$ cat config.mk
export PLATFORM = sky130hd
export DESIGN_NAME = best_target_select_and_smooth_top
export DESIGN_NICKNAME = d
export VERILOG_FILES = /design/src/design/bts_pkg.sv /design/src/design/bts_in_stage.sv /design/src/design/bts_cand.sv /design/src/design/bts_blend.sv /design/src/design/best_target_select_and_smooth_top.sv
export SDC_FILE = /design/constraint.sdc
export NUM_CORES = 2
export LEC_CHECK = 0
export BUFFER_PORTS_ARGS = -buffer_cell sky130_fd_sc_hd__buf_4
export CAP_MARGIN = 10
export CORE_MARGIN = 4
export CORE_UTILIZATION = 35
export DETAILED_ROUTE_END_ITERATION = 6
export GPL_ROUTABILITY_DRIVEN = 0
export PLACE_DENSITY = 0.48
export SLEW_MARGIN = 20
export SYNTH_ARGS = -nofsm -noshare
export SYNTH_HDL_FRONTEND = slang
export SYNTH_SLANG_ARGS = --single-unit
$ cat constraint.sdc
create_clock -name clk_i -period 10.9 [get_ports clk_i]
set_clock_uncertainty 0.15 [all_clocks]
set_input_delay 2.18 -clock clk_i [delete_from_list [all_inputs] [get_ports clk_i]]
set_output_delay 2.18 -clock clk_i [all_outputs]
set_load 0.02 [all_outputs]
$ cat src/design/bts_pkg.sv
// Shared types, codes and reset values for the best-target selector.
`timescale 1ns / 1ps

package bts_pkg;

  localparam int CfgIdxW  = 3;
  localparam int CfgDataW = 16;
  localparam int AreaW    = 24;

  localparam logic [CfgIdxW-1:0] CFG_TARGET_CLASS  = 3'd0;
  localparam logic [CfgIdxW-1:0] CFG_MIN_SCORE     = 3'd1;
  localparam logic [CfgIdxW-1:0] CFG_BLEND_WEIGHT  = 3'd2;
  localparam logic [CfgIdxW-1:0] CFG_SUSTAIN_TICKS = 3'd3;

  localparam logic [7:0]  TARGET_CLASS_RST  = 8'd0;
  localparam logic [15:0] MIN_SCORE_RST     = 16'd32768;
  localparam logic [8:0]  BLEND_WEIGHT_RST  = 9'd128;
  localparam logic [15:0] SUSTAIN_TICKS_RST = 16'd8;
  localparam logic [15:0] AGE_MAX           = 16'hFFFF;

  localparam logic REQ_HYPOTHESIS = 1'b0;
  localparam logic REQ_TICK       = 1'b1;
  localparam logic KIND_TARGET    = 1'b0;
  localparam logic KIND_RESEND    = 1'b1;

  typedef struct packed {
    logic               req_type;
    logic [7:0]         class_code;
    logic [15:0]        score;
    logic [11:0]        box_width;
    logic [11:0]        box_height;
    logic signed [15:0] bearing_horiz;
    logic signed [15:0] bearing_vert;
    logic [15:0]        centre_x;
    logic [15:0]        centre_y;
    logic               frame_end;
  } in_item_t;

  typedef struct packed {
    logic               emit_kind;
    logic signed [15:0] out_bearing_horiz;
    logic signed [15:0] out_bearing_vert;
    logic [15:0]        out_centre_x;
    logic [15:0]        out_centre_y;
    logic [11:0]        out_box_width;
    logic [11:0]        out_box_height;
  } out_item_t;

  typedef struct packed {
    logic signed [15:0] bh;
    logic signed [15:0] bv;
    logic [15:0]        cx;
    logic [15:0]        cy;
    logic [11:0]        w;
    logic [11:0]        h;
  } track_t;

  typedef struct packed {
    logic   found;
    track_t track;
  } pick_t;

endpackage

$ cat src/design/bts_in_stage.sv
// Input register: holds one transaction and its box area.
`timescale 1ns / 1ps

module bts_in_stage (
  input  logic                clk_i,
  input  logic                rst_ni,
  input  logic                in_valid_i,
  output logic                in_stall_o,
  input  bts_pkg::in_item_t   in_data_i,
  input  logic                advance_i,
  output logic                item_valid_o,
  output bts_pkg::in_item_t   item_o,
  output logic [bts_pkg::AreaW-1:0] area_o
);

  logic                      valid_q;
  bts_pkg::in_item_t         item_q;
  logic [bts_pkg::AreaW-1:0] area_q;

  assign in_stall_o = valid_q && !advance_i;

  always_ff @(posedge clk_i or negedge rst_ni) begin
    if (!rst_ni) begin
      valid_q <= 1'b0;
    end else if (!in_stall_o) begin
      valid_q <= in_valid_i;
    end
  end

  // area is multiplied here so the compare stage has no multiplier in front
  always_ff @(posedge clk_i) begin
    if (!in_stall_o && in_valid_i) begin
      item_q <= in_data_i;
      area_q <= {12'd0, in_data_i.box_width} * {12'd0, in_data_i.box_height};
    end
  end

  assign item_valid_o = valid_q;
  assign item_o       = item_q;
  assign area_o       = area_q;

endmodule

$ cat src/design/bts_cand.sv
// Per-frame candidate: keeps the largest qualifying box seen so far.
`timescale 1ns / 1ps

module bts_cand (
  input  logic                      clk_i,
  input  logic                      rst_ni,
  input  logic                      fire_i,
  input  bts_pkg::in_item_t         item_i,
  input  logic [bts_pkg::AreaW-1:0] area_i,
  input  logic [7:0]                target_class_i,
  input  logic [15:0]               min_score_i,
  output bts_pkg::pick_t            pick_o
);

  logic                      cand_valid_q, cand_valid_d;
  logic [bts_pkg::AreaW-1:0] cand_area_q, cand_area_d;
  bts_pkg::track_t           cand_q;
  bts_pkg::track_t           item_track;
  logic                      hypo;
  logic                      take;

  assign hypo = fire_i && (item_i.req_type == bts_pkg::REQ_HYPOTHESIS);

  // first qualifying hypothesis is kept even at zero area
  assign take = (item_i.class_code == target_class_i) && (item_i.score >= min_score_i) &&
                (!cand_valid_q || (area_i > cand_area_q));

  always_comb begin
    item_track.bh = item_i.bearing_horiz;
    item_track.bv = item_i.bearing_vert;
    item_track.cx = item_i.centre_x;
    item_track.cy = item_i.centre_y;
    item_track.w  = item_i.box_width;
    item_track.h  = item_i.box_height;
  end

  always_comb begin
    cand_valid_d = cand_valid_q;
    cand_area_d  = cand_area_q;
    if (hypo) begin
      if (item_i.frame_end) begin
        cand_valid_d = 1'b0;
        cand_area_d  = '0;
      end else if (take) begin
        cand_valid_d = 1'b1;
        cand_area_d  = area_i;
      end
    end
  end

  always_ff @(posedge clk_i or negedge rst_ni) begin
    if (!rst_ni) begin
      cand_valid_q <= 1'b0;
      cand_area_q  <= '0;
    end else begin
      cand_valid_q <= cand_valid_d;
      cand_area_q  <= cand_area_d;
    end
  end

  always_ff @(posedge clk_i) begin
    if (hypo && take && !item_i.frame_end) begin
      cand_q <= item_track;
    end
  end

  // winner as seen after this transaction is considered
  assign pick_o.found = take || cand_valid_q;
  assign pick_o.track = take ? item_track : cand_q;

endmodule

$ cat src/design/bts_blend.sv
// Exponential smoothing of bearing and centre towards the new winner.
`timescale 1ns / 1ps

module bts_blend (
  input  bts_pkg::track_t prev_i,
  input  bts_pkg::track_t cur_i,
  input  logic [8:0]      weight_i,
  output bts_pkg::track_t mix_o
);

  logic [8:0] alpha;

  // prev + floor((a * (cur - prev) + 128) / 256)
  function automatic logic [15:0] mix(input logic signed [16:0] prev,
                                      input logic signed [16:0] cur,
                                      input logic [8:0] a);
    logic signed [17:0] diff;
    logic signed [27:0] prod;
    logic signed [19:0] sum;
    diff = {cur[16], cur} - {prev[16], prev};
    prod = diff * $signed({1'b0, a});
    prod = prod + 28'sd128;
    sum  = {{3{prev[16]}}, prev} + prod[27:8];
    return sum[15:0];
  endfunction

  assign alpha = weight_i[8] ? 9'd256 : weight_i;

  always_comb begin
    mix_o    = cur_i;
    mix_o.bh = mix({prev_i.bh[15], prev_i.bh}, {cur_i.bh[15], cur_i.bh}, alpha);
    mix_o.bv = mix({prev_i.bv[15], prev_i.bv}, {cur_i.bv[15], cur_i.bv}, alpha);
    mix_o.cx = mix({1'b0, prev_i.cx}, {1'b0, cur_i.cx}, alpha);
    mix_o.cy = mix({1'b0, prev_i.cy}, {1'b0, cur_i.cy}, alpha);
  end

endmodule

$ cat src/design/best_target_select_and_smooth_top.sv
// Top level of the best-target selector with smoothing and heartbeat re-emission.
`timescale 1ns / 1ps

// Takes one transaction per clock cycle while in_stall_o is low, hypotheses and
// ticks alike. Each passes the input register (where the box area is formed)
// and then the compare, blend and target-update logic, which loads its result,
// if any, into the result register. in_stall_o rises only while the input
// register is full and the result register holds a result that is stalled.
// Configuration is taken through cfg_we_i at any edge and should be written
// while no transaction is in flight.
module best_target_select_and_smooth_top (
  input  logic                          clk_i,
  input  logic                          rst_ni,
  input  logic                          in_valid_i,
  output logic                          in_stall_o,
  input  bts_pkg::in_item_t             in_data_i,
  output logic                          out_valid_o,
  input  logic                          out_stall_i,
  output bts_pkg::out_item_t            out_data_o,
  input  logic                          cfg_we_i,
  input  logic [bts_pkg::CfgIdxW-1:0]   cfg_idx_i,
  input  logic [bts_pkg::CfgDataW-1:0]  cfg_data_i
);

  logic [7:0]  target_class_q;
  logic [15:0] min_score_q;
  logic [8:0]  blend_weight_q;
  logic [15:0] sustain_ticks_q;

  logic                      advance;
  logic                      item_valid;
  bts_pkg::in_item_t         item;
  logic [bts_pkg::AreaW-1:0] area;
  logic                      fire;
  logic                      is_tick;
  bts_pkg::pick_t            pick;
  bts_pkg::track_t           blended;
  bts_pkg::track_t           new_track;

  logic               target_valid_q, target_valid_d;
  bts_pkg::track_t    target_q;
  logic [15:0]        age_q, age_d;
  logic               new_target;
  logic               emit;
  logic               out_valid_q;
  bts_pkg::out_item_t out_q, out_d;

  always_ff @(posedge clk_i or negedge rst_ni) begin
    if (!rst_ni) begin
      target_class_q  <= bts_pkg::TARGET_CLASS_RST;
      min_score_q     <= bts_pkg::MIN_SCORE_RST;
      blend_weight_q  <= bts_pkg::BLEND_WEIGHT_RST;
      sustain_ticks_q <= bts_pkg::SUSTAIN_TICKS_RST;
    end else if (cfg_we_i) begin
      unique case (cfg_idx_i)
        bts_pkg::CFG_TARGET_CLASS:  target_class_q  <= cfg_data_i[7:0];
        bts_pkg::CFG_MIN_SCORE:     min_score_q     <= cfg_data_i;
        bts_pkg::CFG_BLEND_WEIGHT:  blend_weight_q  <= cfg_data_i[8:0];
        bts_pkg::CFG_SUSTAIN_TICKS: sustain_ticks_q <= cfg_data_i;
        default: ;
      endcase
    end
  end

  assign advance = !out_valid_q || !out_stall_i;

  bts_in_stage u_in_stage (
    .clk_i        (clk_i),
    .rst_ni       (rst_ni),
    .in_valid_i   (in_valid_i),
    .in_stall_o   (in_stall_o),
    .in_data_i    (in_data_i),
    .advance_i    (advance),
    .item_valid_o (item_valid),
    .item_o       (item),
    .area_o       (area)
  );

  assign fire    = item_valid && advance;
  assign is_tick = (item.req_type == bts_pkg::REQ_TICK);

  bts_cand u_cand (
    .clk_i          (clk_i),
    .rst_ni         (rst_ni),
    .fire_i         (fire),
    .item_i         (item),
    .area_i         (area),
    .target_class_i (target_class_q),
    .min_score_i    (min_score_q),
    .pick_o         (pick)
  );

  bts_blend u_blend (
    .prev_i   (target_q),
    .cur_i    (pick.track),
    .weight_i (blend_weight_q),
    .mix_o    (blended)
  );

  // first target ever passes straight through
  assign new_track  = target_valid_q ? blended : pick.track;
  assign new_target = fire && !is_tick && item.frame_end && pick.found;

  always_comb begin
    target_valid_d = target_valid_q;
    age_d          = age_q;
    emit           = 1'b0;
    out_d          = out_q;
    if (new_target) begin
      target_valid_d          = 1'b1;
      age_d                   = '0;
      emit                    = 1'b1;
      out_d.emit_kind         = bts_pkg::KIND_TARGET;
      out_d.out_bearing_horiz = new_track.bh;
      out_d.out_bearing_vert  = new_track.bv;
      out_d.out_centre_x      = new_track.cx;
      out_d.out_centre_y      = new_track.cy;
      out_d.out_box_width     = new_track.w;
      out_d.out_box_height    = new_track.h;
    end else if (fire && is_tick) begin
      // re-emit on the age before the increment
      emit = target_valid_q && (age_q <= sustain_ticks_q);
      if (age_q != bts_pkg::AGE_MAX) begin
        age_d = age_q + 16'd1;
      end
      out_d.emit_kind         = bts_pkg::KIND_RESEND;
      out_d.out_bearing_horiz = target_q.bh;
      out_d.out_bearing_vert  = target_q.bv;
      out_d.out_centre_x      = target_q.cx;
      out_d.out_centre_y      = target_q.cy;
      out_d.out_box_width     = target_q.w;
      out_d.out_box_height    = target_q.h;
    end
  end

  always_ff @(posedge clk_i or negedge rst_ni) begin
    if (!rst_ni) begin
      target_valid_q <= 1'b0;
      age_q          <= bts_pkg::AGE_MAX;
      out_valid_q    <= 1'b0;
    end else begin
      target_valid_q <= target_valid_d;
      age_q          <= age_d;
      if (advance) begin
        out_valid_q <= fire && emit;
      end
    end
  end

  always_ff @(posedge clk_i) begin
    if (new_target) begin
      target_q <= new_track;
    end
    if (fire && emit) begin
      out_q <= out_d;
    end
  end

  assign out_valid_o = out_valid_q;
  assign out_data_o  = out_q;

`ifndef ASSERT_OFF
  a_target_after_new : assert property (@(posedge clk_i) disable iff (!rst_ni)
    new_target |=> (target_valid_q && age_q == '0 && out_valid_q))
    else $error("new target not recorded");

  a_kind_target_valid : assert property (@(posedge clk_i) disable iff (!rst_ni)
    (out_valid_q && out_q.emit_kind == bts_pkg::KIND_TARGET) |-> target_valid_q)
    else $error("target result without stored target");

  a_age_saturates : assert property (@(posedge clk_i) disable iff (!rst_ni)
    (fire && is_tick && age_q == bts_pkg::AGE_MAX) |=> age_q == bts_pkg::AGE_MAX)
    else $error("age counter wrapped");

  a_stall_only_full : assert property (@(posedge clk_i) disable iff (!rst_ni)
    in_stall_o |-> (item_valid && out_valid_q && out_stall_i))
    else $error("input stalled without a held result");

  a_hold_age_on_idle : assert property (@(posedge clk_i) disable iff (!rst_ni)
    !fire |=> $stable(age_q))
    else $error("age moved without a transaction");
`endif

endmodule
==> After elaboration in Yosys (flattened, before gate mapping) <==
Cells that the tools add are included.
Widths: inputs -> output; s select.
{ "totals": {"in_bits": 138, "out_inout_bits": 91, "reg_bits": 496, "word_cells": 116} }
{ "classes": {"n_reduce_logical": 35, "addsub": 13, "order_cmp": 3, "muxes": 14, "multipliers": 5, "n_eq_ne": 5, "bitwise": 1} }
{ "ops": {"columns": ["cell", "n"], "rows": [
  ["$mux 88", 3],
  ["$add 24x9->24 const B", 4],
  ["$mul 17x10->24", 4],
  ["$mux 89", 1],
  ["$sub 16x16->17", 4],
  ["$add 16x16->16", 4],
  ["$mux 16", 3],
  ["$mux 24", 2],
  ["$gt 24x24->1", 1],
  ["$mul 12x12->24", 1],
  ["$add 16x1->16 const B", 1],
  ["$ge 16x16->1", 1],
  ["$le 16x16->1", 1],
  ["$ne 16x16->1 const B", 1],
  ["$logic_and 1x1->1", 14],
  ["$reduce_and 2->1", 7],
  ["$mux 9", 1],
  ["$eq 8x8->1", 1],
  ["$logic_not 1->1", 7],
  ["$eq 3x2->1 const B", 2],
  ["$reduce_bool 2->1", 3],
  ["$mux 1", 4],
  ["$eq 3x1->1 const B", 1],
  ["$logic_not 3->1", 1],
  ["2 further kinds", 4]
]} }

==> Longest topological paths before layout <==
{ "depth": {"depth_word": 10, "depth_mapped": 52, "depth_no_buf": 49} }

==> By module <==
From an unflattened synthesis, not the netlist that was laid out.
{ "unflattened": {"hier_cells": 5189, "area_unflattened_um2": 52140.0} }
{ "modules_own_cells": {"columns": ["module", "area_each_um2", "seq_area_each_um2", "instances", "cells_per_inst"], "rows": [
  ["bts_blend", 26067.5, 0.0, 1, 3153],
  ["best_target_select_and_smooth_top", 10737.8, 7015.5, 1, 831],
  ["bts_in_stage", 9080.0, 4169.0, 1, 727],
  ["bts_cand", 6254.7, 3268.1, 1, 478]
]} }

==> Least setup slack after synthesis <==
OpenSTA, ideal clock, no wires.
{ "synth_path": {"kind": "reg-to-reg", "start": "register u_in_stage.area_q (netlist bit u_in_stage.area_o[10])", "end": "register out_q (netlist bit out_data_o[39]), data pin", "t_required_ns": 10.490, "setup_ns": 0.260, "n_path_buf": 3, "period_less_slack_ns": 11.510, "slack_ns": -0.610, "stages_incl_launch_ff": 50, "arrival_time_ns": 11.099, "path_cell_list": "edfxtp_1 ha_1 a21o_1 a21o_1 a221o_1 a21o_1 a21o_1 a221oi_1 nor4b_1 buf_2 buf_2 buf_2 mux2i_1 ha_1 inv_1 fa_1 a211oi_1 o21bai_1 (+14 left out) inv_1 ha_1 nand3_1 a41o_1 a21oi_1 o21a_1 o21a_1 nor2_1 ha_1 and3_1 o311a_1 a2111oi_4 a211oi_2 a31o_4 a31oi_4 xnor3_1 mux2_4 mux2_4"} }
{ "synth_rtl": {"columns": ["element", "line_no", "rtl"], "rows": [
  ["start, declared", "bts_in_stage.sv:18", "logic [bts_pkg::AreaW-1:0] area_q;"],
  ["start signal, assigned", "bts_in_stage.sv:34", "area_q <= {12'd0, in_data_i.box_width} * {12'd0, in_data_i.box_height};"],
  ["end signal, assigned", "best_target_select_and_smooth_top.sv:155", "out_q <= out_d;"],
  ["end, declared", "best_target_select_and_smooth_top.sv:46", "bts_pkg::out_item_t out_q, out_d;"]
]} }

==> results.toml <==
[grt]
antenna_found_initial = 7
grt_pass1_wl_um = 228000
grt_usage_pct = 19.2
grt_overflow_total = 0
grt_pass1_vias = 39900
grt_max_degree = 135

[synth]
ys_ff_latch = 496
async_reset_ff_share_pct = 18.8
yosys_warnings = 0
yosysTopAreaCellShare_pct = 23.9
synth_ff_type = "edfxtp_1"
synth_fp_nets = 6239
syn_inst = 5008
synth_edf_count = 403
synth_area_leader_cell = "edfxtp_1"
avgSynthCellArea_um2 = 10.1
ys_seq_area_share_pct = 28.5
synthTopCellsByArea = "edfxtp_1 (24%), fa_1 (23%), ha_1 (13%), inv_1 (6.9%), nand2_1 (4.1%)"
syn-cell-area_um2 = 50600
synth_cell_types = 80

[layout]
ff_latch_area_um2 = 14500
nets = 7159
multi_input_area_um2 = 34700
layout-drive-gt1-share_pct = 27.2
synthToLayoutAreaGrowth_pct = 27.9
stdcell_area_um2 = 64800
fillers = 13800

[timing]
hold_viol = 0
timing_max_transition_violations_final = 0
worst_pin_slew_ns = 1.04
max_freq_mhz = 89.7
max_slew_margin_pct = 30.2
post-route-period-util_pct = 102
fin_crit_ns = 11.15
rsz0062_at_grt = "true"
setup_viol = 5
setup_ws_ns = -0.249

[outcome]
violations = "setup timing"
outcome = "complete, but fails checks"

[flow_run]
drv_cap = 0

[critical_path]
crit_fanout = 5
critPathLaunchType = "register"
worstPathArrival_ns = 11.41
reg2reg_depth = 48
cp-end-kind = "register"
worstSetupPathType = "reg2reg"
required_ns = 11.16
cp_slowest_stage_delay_ns = 0.60
crit_slowest_cell = "fa_1"

[clocking]
cts_hold_buf = 0
cts_buffers = 58
cts_root_buffer = "clkbuf_16"
clk_latency_ns = 0.67
clk_pin_slew_ns = 0.07
htreeDepth = 2
clkSinkCount = 496
cts_tree = "done"
clock_path_buffers = 3

[placement]
port_buffers = 228
placed_area_um2 = 59500
dp_hpwl_um = 113000
post-place-ws_ns = -1.03

[min_path]
hp-class = "reg2reg"
whs_path_depth = 0

[floorplan]
die_w_um = 388
num_rows = 139
die_area_um2 = 151000
ios = 229
start_util_pct = 35.2
die_h_um = 388
core_area_um2 = 144000

[detailed_routing]
wl_per_cell_um = 18.5
wl_um = 146000
ant_nets = 0
drt_first_iter_violations = 1586
viasPerCell = 4.75
drc_errors = 0
firstDrtPassIters = 5
num_vias = 37400
==> per-stage QoR <==
stage	hold slack, ns	utilization [%]	TNS, ns	std cells
after global placement	0.275	41.4	-15.23	7665
final	0.287	45.1	-0.647	7881
after detailed placement	0.281	41.4	-18.32	7665
after floorplan	0.270	-	-0.00481	5008
after global routing	0.302	45.1	-9.51	7880
after CTS	0.288	43.5	-1.63	7807
==> final timing paths <==
path,startpoint,endpoint,slack [ns]
min,u_in_stage.item_o[67],u_cand.cand_q[2],0.29
max in group asynchronous,rst_ni,target_valid_q,7.96
max,u_cand.cand_area_q[10],out_data_o[87],-0.25
max reg2reg,u_cand.cand_area_q[10],out_data_o[87],-0.25
min in group asynchronous,rst_ni,u_cand.cand_area_q[3],1.29
min reg2reg,u_in_stage.item_o[67],u_cand.cand_q[2],0.29
==> cell type report <==
class                   count  area share, %
inverters                 933           5.42
repair buffers           1002           12.0
well taps                1903           3.68
multi-input cells        3437           53.5
diodes                      1        0.00386
flip-flops and latches    496           22.3
clock buffers              75           2.37
clock inverters            34          0.680
==> cell usage in the layout, fill, tap and decap left out, types with 46 or more instances in the layout <==
master / netlist / final
and2_1: 94 / 91
dfrtp_1: 74 / 72
xnor2_1: 188 / 148
inv_1: 931 / 920
fa_1: 576 / 557
clkbuf_16: 0 / 59
nor2_1: 389 / 370
xor2_1: 83 / 71
mux2_2: 107 / 95
a21o_1: 58 / 58
a21oi_1: 133 / 73
nor2b_1: 69 / 50
o21ai_1: 56 / 46
edfxtp_1: 403 / 403
o21ai_0: 70 / 51
ha_1: 517 / 469
buf_4: 0 / 967
a21oi_2: 0 / 49
nand2_1: 554 / 539
==> sequential cells by signal, indices dropped and copies added (netlist names) <==
signal	count
u_cand.cand_valid_q	1
out_data_o	89
target_valid_q	1
target_q	88
blend_weight_q	9
u_in_stage.area_o	24
min_score_q	16
out_valid_o	1
u_in_stage.item_o	114
u_cand.cand_q	88
u_cand.cand_area_q	24
age_q	16
target_class_q	8
u_in_stage.item_valid_o	1
sustain_ticks_q	16
==> cell usage after synthesis (56+ instances only) <==
| master | n |
|---|---|
| inv_1 | 931 |
| fa_1 | 576 |
| nand2_1 | 554 |
| ha_1 | 517 |
| edfxtp_1 | 403 |
| nor2_1 | 389 |
| xnor2_1 | 188 |
| a21oi_1 | 133 |
| clkbuf_1 | 122 |
| mux2_2 | 107 |
| and2_1 | 94 |
| xor2_1 | 83 |
| dfrtp_1 | 74 |
| o21ai_0 | 70 |
| nor2b_1 | 69 |
| a21o_1 | 58 |
| o21ai_1 | 56 |
==> worst max-delay path: cells and delay by family (launching register included) <==
family	cells	cell delay (ns)
multiplexers	1	0.32
AND/OR/NAND/NOR	10	1.94
XOR/XNOR	3	0.47
AO/OA/AOI/OAI	16	3.16
flip-flops	1	0.36
adder cells (fa/ha/maj)	9	3.54
buffers and inverters	9	0.95
==> timing repair <==
action                                  4_1_cts  5_1_grt
setup buffers                                34       74
pin swaps                                   117      206
gates resized for setup                     148      340
endpoints found under the setup margin       48       56
cloned                                        0        1
==> per-layer routing <==
layer  global-route usage, %  routed length (um)  vias to the layer above
met3                    2.71                5560                      160
met5                       0                  27                        -
met2                    34.2               73100                      518
li1                        -                   -                    18000
met1                    25.0               63900                    18700
met4                    3.93                2940                        4
==> cells by family after synthesis <==
kind of cell | share of synthesized area, %
AOI/OAI and AO/OA | 6.95
DFF | 28.5
adders and majority gates | 35.6
and+or+nand+nor | 11.8
buffers and inverters | 8.01
muxes | 4.33
xor gates and xnor gates | 4.78
Power is not shown: default switching activity piles up to over one toggle a cycle in this logic, so the estimate is an artifact.
